File: config.mk
export PLATFORM = sky130hd
export DESIGN_NAME = ack_wait_retry_matcher_core
export DESIGN_NICKNAME = d
export VERILOG_FILES = /design/src/rtl/awm_pkg.sv /design/src/rtl/awm_cfg_regs.sv /design/src/rtl/awm_in_stage.sv /design/src/rtl/awm_engine.sv /design/src/rtl/ack_wait_retry_matcher_core.sv
export SDC_FILE = /design/constraint.sdc
export NUM_CORES = 1
export LEC_CHECK = 0
export BUFFER_PORTS_ARGS = -buffer_cell sky130_fd_sc_hd__buf_2
export CELL_PAD_IN_SITES_DETAIL_PLACEMENT = 1
export CELL_PAD_IN_SITES_GLOBAL_PLACEMENT = 2
export CORE_ASPECT_RATIO = 1.4
export CORE_MARGIN = 3
export CORE_UTILIZATION = 42
export CTS_CLUSTER_SIZE = 40
export DETAILED_ROUTE_END_ITERATION = 8
export GPL_TIMING_DRIVEN = 0
export PLACE_DENSITY_LB_ADDON = 0.1
export SYNTH_ARGS = -nofsm -noshare
export SYNTH_HDL_FRONTEND = slang
export SYNTH_SLANG_ARGS = --single-unit
File: constraint.sdc
create_clock -name clk -period 6.3 [get_ports clk]
set_clock_uncertainty 0.2 [all_clocks]
set_input_delay 0.945 -clock clk [delete_from_list [all_inputs] [get_ports clk]]
set_output_delay 0.945 -clock clk [all_outputs]
set_load 0.005 [all_outputs]
File: src/rtl/awm_pkg.sv
`timescale 1ns / 1ps
`default_nettype none
// ----------------------------------------------------------------------------
// awm_pkg
// Shared types and constants for the acknowledgement wait/retry matcher.
// ----------------------------------------------------------------------------
package awm_pkg;

    localparam int HASH_W   = 24;
    localparam int ADDR_W   = 8;
    localparam int FLAGS_W  = 8;
    localparam int STATUS_W = 8;
    localparam int TICKS_W  = 16;
    localparam int WIN_W    = 8;

    localparam int CMD_W      = 2;
    localparam int IN_DATA_W  = 96;
    localparam int OUT_DATA_W = 16;
    localparam int CFG_ADDR_W = 2;
    localparam int CFG_DATA_W = 16;

    localparam logic [TICKS_W-1:0]  RESET_WINDOW_TICKS = 16'd250;
    localparam logic [WIN_W-1:0]    RESET_MAX_WINDOWS  = 8'd10;
    localparam logic [FLAGS_W-1:0]  RESET_SUCCESS_CODE = 8'd0;
    localparam logic [STATUS_W-1:0] STATUS_ACCEPTED    = 8'hFF;

    localparam logic OUTCOME_DELIVERED = 1'b0;
    localparam logic OUTCOME_FAILED    = 1'b1;

    typedef enum logic [CMD_W-1:0] {
        CMD_START = 2'd0,
        CMD_TICK  = 2'd1,
        CMD_FRAME = 2'd2
    } cmd_t;

    typedef enum logic [CFG_ADDR_W-1:0] {
        REG_WINDOW_TICKS = 2'd0,
        REG_MAX_WINDOWS  = 2'd1,
        REG_SUCCESS_CODE = 2'd2
    } reg_idx_t;

    typedef struct packed {
        logic [TICKS_W-1:0] window_ticks;
        logic [WIN_W-1:0]   max_windows;
        logic [FLAGS_W-1:0] success_flags_code;
    } cfg_t;

    typedef struct packed {
        cmd_t                cmd;
        logic [HASH_W-1:0]   sent_hash;
        logic [ADDR_W-1:0]   sent_src;
        logic [ADDR_W-1:0]   sent_dst;
        logic [ADDR_W-1:0]   rx_dst;
        logic [ADDR_W-1:0]   rx_src;
        logic [FLAGS_W-1:0]  rx_flags;
        logic [HASH_W-1:0]   rx_hash;
        logic [STATUS_W-1:0] rx_status;
    } item_t;

    typedef struct packed {
        logic             outcome;
        logic [WIN_W-1:0] windows_used;
    } result_t;

endpackage
`default_nettype wire

File: src/rtl/awm_cfg_regs.sv
`timescale 1ns / 1ps
`default_nettype none
// ----------------------------------------------------------------------------
// awm_cfg_regs
// Configuration register file: window length, window count, success flags.
// ----------------------------------------------------------------------------
module awm_cfg_regs
(
    input  wire                              clk,
    input  wire                              rst_n,
    input  wire                              cfg_valid,
    output logic                             cfg_ready,
    input  wire  [awm_pkg::CFG_ADDR_W-1:0]   cfg_addr,
    input  wire  [awm_pkg::CFG_DATA_W-1:0]   cfg_data,
    output awm_pkg::cfg_t                    cfg
);

    awm_pkg::cfg_t cfg_reg;
    awm_pkg::cfg_t cfg_next;

    assign cfg_ready = 1'b1;
    assign cfg       = cfg_reg;

    always_comb
    begin
        cfg_next = cfg_reg;
        if (cfg_valid)
        begin
            case (awm_pkg::reg_idx_t'(cfg_addr))
                awm_pkg::REG_WINDOW_TICKS:
                    cfg_next.window_ticks = cfg_data[awm_pkg::TICKS_W-1:0];
                awm_pkg::REG_MAX_WINDOWS:
                    cfg_next.max_windows = cfg_data[awm_pkg::WIN_W-1:0];
                awm_pkg::REG_SUCCESS_CODE:
                    cfg_next.success_flags_code = cfg_data[awm_pkg::FLAGS_W-1:0];
                default:
                    cfg_next = cfg_reg;
            endcase
        end
    end

    always_ff @(posedge clk or negedge rst_n)
    begin
        if (!rst_n)
        begin
            cfg_reg.window_ticks       <= awm_pkg::RESET_WINDOW_TICKS;
            cfg_reg.max_windows        <= awm_pkg::RESET_MAX_WINDOWS;
            cfg_reg.success_flags_code <= awm_pkg::RESET_SUCCESS_CODE;
        end
        else
        begin
            cfg_reg <= cfg_next;
        end
    end

endmodule
`default_nettype wire

File: src/rtl/awm_in_stage.sv
`timescale 1ns / 1ps
`default_nettype none
// ----------------------------------------------------------------------------
// awm_in_stage
// Input register: unpacks a slave beat and holds it until the engine takes it.
// ----------------------------------------------------------------------------
module awm_in_stage
(
    input  wire                              clk,
    input  wire                              rst_n,
    input  wire                              s_tvalid,
    output logic                             s_tready,
    input  wire  [awm_pkg::IN_DATA_W-1:0]    s_tdata,
    input  wire  [awm_pkg::CMD_W-1:0]        s_tuser,
    output logic                             item_valid,
    output awm_pkg::item_t                   item,
    input  wire                              item_pop
);

    logic           valid_reg;
    logic           valid_next;
    awm_pkg::item_t item_reg;
    awm_pkg::item_t item_next;
    logic           load;

    // take a new beat when empty or when the held one leaves this cycle
    assign s_tready   = !valid_reg || item_pop;
    assign load       = s_tvalid && s_tready;
    assign item_valid = valid_reg;
    assign item       = item_reg;

    always_comb
    begin
        valid_next = valid_reg;
        if (item_pop)
        begin
            valid_next = 1'b0;
        end
        if (load)
        begin
            valid_next = 1'b1;
        end

        item_next           = item_reg;
        if (load)
        begin
            item_next.cmd       = awm_pkg::cmd_t'(s_tuser);
            item_next.sent_hash = s_tdata[23:0];
            item_next.sent_src  = s_tdata[31:24];
            item_next.sent_dst  = s_tdata[39:32];
            item_next.rx_dst    = s_tdata[47:40];
            item_next.rx_src    = s_tdata[55:48];
            item_next.rx_flags  = s_tdata[63:56];
            item_next.rx_hash   = s_tdata[87:64];
            item_next.rx_status = s_tdata[95:88];
        end
    end

    always_ff @(posedge clk or negedge rst_n)
    begin
        if (!rst_n)
        begin
            valid_reg <= 1'b0;
        end
        else
        begin
            valid_reg <= valid_next;
        end
    end

    always_ff @(posedge clk)
    begin
        item_reg <= item_next;
    end

endmodule
`default_nettype wire

File: src/rtl/awm_engine.sv
`timescale 1ns / 1ps
`default_nettype none
// ----------------------------------------------------------------------------
// awm_engine
// Wait state, tick/window counters, ack compare and the result register.
// ----------------------------------------------------------------------------
module awm_engine
(
    input  wire                   clk,
    input  wire                   rst_n,
    input  awm_pkg::cfg_t         cfg,
    input  wire                   item_valid,
    input  awm_pkg::item_t        item,
    output logic                  item_pop,
    output logic                  res_valid,
    input  wire                   res_ready,
    output awm_pkg::result_t      res
);

    logic                         waiting_reg;
    logic                         waiting_next;
    logic [awm_pkg::HASH_W-1:0]   exp_hash_reg;
    logic [awm_pkg::HASH_W-1:0]   exp_hash_next;
    logic [awm_pkg::ADDR_W-1:0]   exp_src_reg;
    logic [awm_pkg::ADDR_W-1:0]   exp_src_next;
    logic [awm_pkg::ADDR_W-1:0]   exp_dst_reg;
    logic [awm_pkg::ADDR_W-1:0]   exp_dst_next;
    logic [awm_pkg::WIN_W-1:0]    win_idx_reg;
    logic [awm_pkg::WIN_W-1:0]    win_idx_next;
    logic [awm_pkg::TICKS_W-1:0]  tick_reg;
    logic [awm_pkg::TICKS_W-1:0]  tick_next;
    logic                         out_valid_reg;
    logic                         out_valid_next;
    awm_pkg::result_t             out_reg;
    awm_pkg::result_t             out_next;

    logic                         advance;
    logic [awm_pkg::TICKS_W:0]    tick_inc;
    logic                         tick_expired;
    logic [awm_pkg::WIN_W-1:0]    win_inc;
    logic                         give_up;
    logic                         ack_match;
    logic                         res_load;

    // a held result blocks the engine for every item kind, though only tick and frame items can produce one
    assign advance  = item_valid && (!out_valid_reg || res_ready);
    assign item_pop = advance;

    assign tick_inc     = {1'b0, tick_reg} + {{awm_pkg::TICKS_W{1'b0}}, 1'b1};
    assign tick_expired = tick_inc >= {1'b0, cfg.window_ticks};
    assign win_inc      = win_idx_reg + {{(awm_pkg::WIN_W-1){1'b0}}, 1'b1};
    assign give_up      = win_inc >= cfg.max_windows;

    // ack: same check value, addresses swapped, success flags, status accepted
    assign ack_match = (item.rx_hash == exp_hash_reg)
                    && (item.rx_dst == exp_src_reg)
                    && (item.rx_src == exp_dst_reg)
                    && (item.rx_flags == cfg.success_flags_code)
                    && (item.rx_status == awm_pkg::STATUS_ACCEPTED);

    always_comb
    begin
        waiting_next  = waiting_reg;
        exp_hash_next = exp_hash_reg;
        exp_src_next  = exp_src_reg;
        exp_dst_next  = exp_dst_reg;
        win_idx_next  = win_idx_reg;
        tick_next     = tick_reg;
        res_load      = 1'b0;
        out_next      = out_reg;

        if (advance)
        begin
            case (item.cmd)
                awm_pkg::CMD_START:
                begin
                    exp_hash_next = item.sent_hash;
                    exp_src_next  = item.sent_src;
                    exp_dst_next  = item.sent_dst;
                    win_idx_next  = '0;
                    tick_next     = '0;
                    waiting_next  = 1'b1;
                end
                awm_pkg::CMD_TICK:
                begin
                    if (waiting_reg)
                    begin
                        if (tick_expired)
                        begin
                            tick_next    = '0;
                            win_idx_next = win_inc;
                            if (give_up)
                            begin
                                res_load              = 1'b1;
                                out_next.outcome      = awm_pkg::OUTCOME_FAILED;
                                out_next.windows_used = win_inc;
                                waiting_next          = 1'b0;
                            end
                        end
                        else
                        begin
                            tick_next = tick_inc[awm_pkg::TICKS_W-1:0];
                        end
                    end
                end
                awm_pkg::CMD_FRAME:
                begin
                    if (waiting_reg)
                    begin
                        if (ack_match)
                        begin
                            res_load              = 1'b1;
                            out_next.outcome      = awm_pkg::OUTCOME_DELIVERED;
                            out_next.windows_used = win_idx_reg;
                            waiting_next          = 1'b0;
                        end
                        else
                        begin
                            // any other frame closes the window early
                            tick_next    = '0;
                            win_idx_next = win_inc;
                            if (give_up)
                            begin
                                res_load              = 1'b1;
                                out_next.outcome      = awm_pkg::OUTCOME_FAILED;
                                out_next.windows_used = win_inc;
                                waiting_next          = 1'b0;
                            end
                        end
                    end
                end
                default:
                begin
                    waiting_next = waiting_reg;
                end
            endcase
        end

        out_valid_next = out_valid_reg && !res_ready;
        if (res_load)
        begin
            out_valid_next = 1'b1;
        end
    end

    always_ff @(posedge clk or negedge rst_n)
    begin
        if (!rst_n)
        begin
            waiting_reg   <= 1'b0;
            exp_hash_reg  <= '0;
            exp_src_reg   <= '0;
            exp_dst_reg   <= '0;
            win_idx_reg   <= '0;
            tick_reg      <= '0;
            out_valid_reg <= 1'b0;
        end
        else
        begin
            waiting_reg   <= waiting_next;
            exp_hash_reg  <= exp_hash_next;
            exp_src_reg   <= exp_src_next;
            exp_dst_reg   <= exp_dst_next;
            win_idx_reg   <= win_idx_next;
            tick_reg      <= tick_next;
            out_valid_reg <= out_valid_next;
        end
    end

    always_ff @(posedge clk)
    begin
        out_reg <= out_next;
    end

    assign res_valid = out_valid_reg;
    assign res       = out_reg;

    a_result_needs_wait: assert property (@(posedge clk) disable iff (!rst_n)
        res_load |-> waiting_reg)
        else $error("result produced while not waiting");

    a_result_ends_wait: assert property (@(posedge clk) disable iff (!rst_n)
        res_load |=> !waiting_reg && out_valid_reg)
        else $error("wait not closed after result");

    a_start_arms: assert property (@(posedge clk) disable iff (!rst_n)
        (advance && item.cmd == awm_pkg::CMD_START)
        |=> waiting_reg && win_idx_reg == '0 && tick_reg == '0)
        else $error("start did not arm counters");

    a_no_overwrite: assert property (@(posedge clk) disable iff (!rst_n)
        (out_valid_reg && !res_ready) |-> !item_pop)
        else $error("engine advanced over a held result");

endmodule
`default_nettype wire

File: src/rtl/ack_wait_retry_matcher_core.sv
`timescale 1ns / 1ps
`default_nettype none
// ----------------------------------------------------------------------------
// ack_wait_retry_matcher_core
// Stop-and-wait acknowledgement matcher with per-window timeout and retries.
//
//   channel   direction  handshake           payload
//   s_axis    in         s_tvalid/s_tready   tdata 96b, tuser = cmd
//   m_axis    out        m_tvalid/m_tready   tdata 16b (outcome, windows_used)
//   cfg       in         cfg_valid/cfg_ready cfg_addr = register, cfg_data
//
// One beat accepted per cycle while no result waits on m_axis; a result passes
// through the input register, then the result register.
// The engine stalls only while a result sits unaccepted on m_axis.
// cfg_ready is always high; writes take effect on the next cycle.
// Reset clears the wait state, counters and all valid flags.
// ----------------------------------------------------------------------------
module ack_wait_retry_matcher_core
(
    input  wire                              clk,
    input  wire                              rst_n,
    input  wire                              s_tvalid,
    output logic                             s_tready,
    // [23:0] sent_hash, [31:24] sent_src, [39:32] sent_dst, [47:40] rx_dst,
    // [55:48] rx_src, [63:56] rx_flags, [87:64] rx_hash, [95:88] rx_status
    input  wire  [awm_pkg::IN_DATA_W-1:0]    s_tdata,
    // [1:0] cmd
    input  wire  [awm_pkg::CMD_W-1:0]        s_tuser,
    output logic                             m_tvalid,
    input  wire                              m_tready,
    // [0] outcome, [8:1] windows_used, [15:9] zero
    output logic [awm_pkg::OUT_DATA_W-1:0]   m_tdata,
    input  wire                              cfg_valid,
    output logic                             cfg_ready,
    input  wire  [awm_pkg::CFG_ADDR_W-1:0]   cfg_addr,
    input  wire  [awm_pkg::CFG_DATA_W-1:0]   cfg_data
);

    awm_pkg::cfg_t    cfg;
    awm_pkg::item_t   item;
    awm_pkg::result_t res;
    logic             item_valid;
    logic             item_pop;

    awm_cfg_regs u_cfg
    (
        .clk       (clk),
        .rst_n     (rst_n),
        .cfg_valid (cfg_valid),
        .cfg_ready (cfg_ready),
        .cfg_addr  (cfg_addr),
        .cfg_data  (cfg_data),
        .cfg       (cfg)
    );

    awm_in_stage u_in
    (
        .clk        (clk),
        .rst_n      (rst_n),
        .s_tvalid   (s_tvalid),
        .s_tready   (s_tready),
        .s_tdata    (s_tdata),
        .s_tuser    (s_tuser),
        .item_valid (item_valid),
        .item       (item),
        .item_pop   (item_pop)
    );

    awm_engine u_engine
    (
        .clk        (clk),
        .rst_n      (rst_n),
        .cfg        (cfg),
        .item_valid (item_valid),
        .item       (item),
        .item_pop   (item_pop),
        .res_valid  (m_tvalid),
        .res_ready  (m_tready),
        .res        (res)
    );

    assign m_tdata = {{(awm_pkg::OUT_DATA_W - awm_pkg::WIN_W - 1){1'b0}},
                      res.windows_used, res.outcome};

endmodule
`default_nettype wire
Word level (Yosys, flattened, before mapping)
Cells that the tools add are included.
Storage, ports and cells
  register bits after elaboration: 206
  bits of input ports: 121
  output and inout port bits: 19
  logic and storage cells: 96
Operators by class
  add/sub/neg operators: 2
  order comparisons: 2
  equality and inequality tests: 13
  muxes and demuxes: 32
  reductions and logical operators: 25
Operators by type and width (count)
  two-way mux 16 bit: 4
  case mux 16 bit (3 select lines): 1
  two-way mux 9 bit: 5
  two-way mux 8 bit: 4
  equality test 24 bit: 1
  equality test 8 bit: 3
  case mux 8 bit (3 select lines): 1
  case mux 9 bit (2 select lines): 1
  adder 16 x 1 -> 17 bit (second input constant): 1
  greater-or-equal comparator 17 x 16 -> 1 bit: 1
  two-way mux 1 bit: 14
  AND reduction 2 bit: 5
  AND reduction 5 bit: 2
  adder 8 x 1 -> 8 bit (second input constant): 1
  equality test 8 bit (second input constant): 1
  greater-or-equal comparator 8 bit: 1
  logical AND 1 bit: 7
  inequality test 2 x 1 -> 1 bit (second input constant): 3
  AND reduction 6 bit: 1
  equality test 2 x 1 -> 1 bit (second input constant): 2
  equality test 2 bit (second input constant): 2
  logical NOT 2 bit: 2
  nonzero test 2 bit: 2
  logical NOT 1 bit: 3
  5 further kinds: 6

Longest topological paths before layout
  depth after elaboration: 10
  mapped depth: 15
  mapped depth without buffers: 14

Hierarchy
From an unflattened synthesis, not the netlist that was laid out.
Unflattened totals
  cell total of the unflattened synthesis: 653
  area total of the unflattened synthesis: 8972.4 µm²
By module, submodules not included
  awm_engine: times used 1, cells each 473, area each 4692.0 µm², sequential area each 1921.8 µm²
  awm_in_stage: times used 1, cells each 102, area each 2996.6 µm², sequential area each 2967.8 µm²
  awm_cfg_regs: times used 1, cells each 70, area each 1227.4 µm², sequential area each 810.8 µm²
  ack_wait_retry_matcher_core: times used 1, cells each 8, area each 56.3 µm², sequential area each 0.0 µm²

Worst setup path after synthesis
OpenSTA, ideal clock, no wires.
  kind: reg-to-reg
  start: reg u_engine.tick_reg[0] (netlist name)
  end: reg u_engine.out_reg (netlist bit u_engine.res[0]) (enable)
  arrival: 3625 ps
  required time: 5713 ps
  slack: 2088 ps
  stages on the path, launching flop included: 15
  buffers on the path: 1
  period minus slack after synthesis: 4212 ps
  path through: dfrtp_1 > and3_1 > nand3_1 > nor2_1 > nand3_1 > nor2_1 > xnor2_1 > ha_1 > nand4_1 > a2111oi_2 > nor3_1 > or3_4 > and2_4 > buf_2 > nor3_1
Between the ends
  longest elaborated chain between the ends: 4
RTL lines
  start: declaration: RTL line awm_engine.sv:30  | logic [awm_pkg::TICKS_W-1:0] tick_reg;
  start signal: assignment: RTL line awm_engine.sv:165  | tick_reg <= tick_next;
  adder 16 x 1 -> 17 bit: RTL line awm_engine.sv:49  | assign tick_inc = {1'b0, tick_reg} + {{awm_pkg::TICKS_W{1'b0}}, 1'b1};
  greater-or-equal comparator 17 x 16 -> 1 bit: RTL line awm_engine.sv:50  | assign tick_expired = tick_inc >= {1'b0, cfg.window_ticks};
  inequality test 2 x 1 -> 1 bit (no line)
  AND reduction 5 bit (no line)
  end signal: assignment: RTL line awm_engine.sv:172  | out_reg <= out_next;
  end: declaration: RTL line awm_engine.sv:34  | awm_pkg::result_t out_reg;
Every way passes these cells.
A chain may end at the register's enable or synchronous reset.

Worst setup path in the final report
Same ends and word-level chain as after synthesis.

==> qor.yml <==
cts:
  postCtsSetupRepairBufs: 0
  insertion_delay_ns: 0.50
  cts_resized: 0
  cts_sinks: 206
  htreeDepth: 1
  cts_buffers: 22
  cts_tree: "built"
  cts_hold_buf: 0
  cts_root_buf: "clkbuf_16"
  clk_pin_slew_ns: 0.06
  cts_buffer_depth: 3
pwr:
  powerDensity_nw_per_um2: 319
  p_total_mw: 3.44
  ir_drop_uv: 300
  p_leak_nw: 4.67
die:
  start_util_pct: 43.2
  core_sq_um: 20700
  dieWidth_microns: 129
  pin_count: 140
  die_h_microns: 179
  dieArea_sq_um: 23100
  fp-row-count: 62
worst_hold_path:
  min-delay-start: "u_in.item[82]$_DFFE_PP_"
  hp-class: "reg -> reg"
layout:
  syn_to_final_growth_pct: 20.7
  mostFrequentLayoutCell: "buf_2"
  antenna_cells: 0
  nNetsFinal: 962
  largest_reg_flops: 98
  fill_cells: 2131
  final_cell_mix: "buf_2, edfxtp_1, dfrtp_1"
  final_cell_count_no_fill: 1083
  drive_gt1_share_pct: 32.2
detailed_routing:
  wl_per_cell_microns: 19.2
  ant_nets: 0
  via_per_inst: 5.10
  drt_first_pass_iters: 4
  drc: 0
  first_iter_violations: 199
  num_vias: 5519
  drt_wl_total_microns: 20700
logic_synthesis:
  yosysSeqAreaShare_pct: 63.8
  async_flop_share_pct: 48.1
  syn-cell-area_sq_um: 8940
  synthCells: 648
  syn_area_per_cell_sq_um: 13.8
  ys_ff_latch: 206
  synth_ff_type: "edfxtp_1"
  ys_warn_count: 0
  synth-edff-count: 107
  yosysUniqueCellTypes: 49
global_routing:
  grt_use_total_pct: 18.5
  grt_max_degree: 56
  grt_pass1_wl_microns: 33200
  grt_pass1_vias: 6265
  overflow: 0
  antenna_found_initial: 1
timing:
  fin_ws_ns: 1.18
  tightest_slew_ns: 1.31
  slew_headroom_pct: 11.7
  finalCritPeriodShare_pct: 81.2
  whs_ns: 0.274
  slew_viol_final: 0
  hold_viol_final: 0
  rsz0062_at_grt: "false"
  period_needed_ns: 5.12
  finalSetupViolCount: 0
  finalSetupTns_ns: 0
  fmax_ghz: 0.195
place:
  dp_cells: 1043
  port_buffers: 131
  place_hpwl_microns: 15300
  gp_congestion: 0.791
  post-place-ws_ns: 1.07
critical_path:
  crit_required_ns: 6.21
  critPathKind: "reg -> reg"
  crit_fanout: 10
  worstSetupEndpoint: "u_engine.res[0]$_DFFE_PP_"
  setup.worst_path.start_class: "flip-flop"
  rr_endpoint: "u_engine.res[0]$_DFFE_PP_"
  cp_num_buf_inv: 1
  crit_start: "u_engine.tick_reg[0]$_DFFE_PN0P_"
  path_depth: 14
  end_kind: "flip-flop"
  cpMaxStageDelayCell: "nor3_1"
  cp_slowest_stage_delay_ns: 1.07
  r2r_slack_ns: 1.18
  r2r-start: "u_engine.tick_reg[0]$_DFFE_PN0P_"
  r2r_cells: 14
  path_cells: "and3_1, nand3_1, nor2_1, nand3_1, nor2_1, xnor2_1, ha_1, nand4_1, a2111oi_2, nor3_1, or3_4, and2_4, buf_2, nor3_1"
  cp.arrival_ns: 5.03
  crit_family: "simple AND/OR/NAND/NOR gates"
outcome:
  status: "complete, no violations"
flow_run:
  max-cap-violations: 0
-- final cells by class --
type	instances	area [sq um]	share of cell area [%]
plain buffers	26	156	1.45
clock buffers	26	597	5.53
clock inverters	14	196	1.82
inverters	28	105	0.974
multi-input cells	394	3000	27.8
flip-flops and latches	206	5700	52.8
well taps	256	320	2.97
repair buffers	133	713	6.61
-- worst min path at each step --
stage	endpoint	cells past startpoint
after detailed placement	u_engine.exp_hash_reg[10]$_DFFE_PN0P_	1
after global routing	u_engine.exp_hash_reg[9]$_DFFE_PN0P_	1
after global placement	u_engine.exp_dst_reg[0]$_DFFE_PN0P_	1
after floorplan	u_engine.exp_dst_reg[0]$_DFFE_PN0P_	1
after CTS	u_engine.exp_hash_reg[10]$_DFFE_PN0P_	1
final	u_engine.exp_hash_reg[10]$_DFFE_PN0P_	1
-- report_power, final --
group | internal, mW | leakage, nW | switching (mW)
Combinational | 0.189 | 2.03 | 0.192
Sequential | 1.57 | 2.25 | 0.0766
Clock | 0.880 | 0.384 | 0.531
Total | 2.64 | 4.67 | 0.800
-- Yosys cell counts (all sizes together), types with 6 or more instances --
cell type	instances	area [sq um]
and2	6	40.0
xor2	51	447
ha	30	375
inv	28	105
edfxtp	107	3210
nand2	50	193
dfstp	8	210
xnor2	17	149
buf	16	119
dfrtp	91	2280
nand3	13	65.1
a21o	7	52.6
mux2	66	743
nor3	7	35.0
o21ai	45	225
nand4	9	56.3
clkbuf	10	37.5
nor2	14	55.1
nor4	11	68.8
a22o	7	61.3
-- metrics by stage --
| stage | cell area [sq um] | util, % |
|---|---|---|
| after detailed placement | 10000 | 48.3 |
| after global placement | 9940 | 48.0 |
| after CTS | 10800 | 52.1 |
| after floorplan | 8960 | - |
| final | 10800 | 52.1 |
| after global routing | 10800 | 52.1 |
-- cells by family (layout without fill, tap and decap cells) --
group	after synthesis	count (layout)	share of synthesized area, %
AOI/OAI and AO/OA	87	87	6.21
xor gates and xnor gates	68	68	6.66
adders and majority gates	30	30	4.20
buffers and inverters	54	227	2.92
DFF	206	206	63.8
muxes	69	69	8.65
other	2	8	0.0840
and+or+nand+nor	132	132	7.51
-- metal layers --
| metal | track usage [%] | vias to the layer above | share of wire (%) |
|---|---|---|---|
| met5 | 0 | - | 0.034 |
| met4 | 5.17 | 2 | 2.4 |
| met3 | 3.06 | 37 | 4.1 |
| met2 | 34.3 | 120 | 54 |
| met1 | 21.7 | 2721 | 39 |
| li1 | - | 2639 | - |
(Power assumes the default switching activity.)
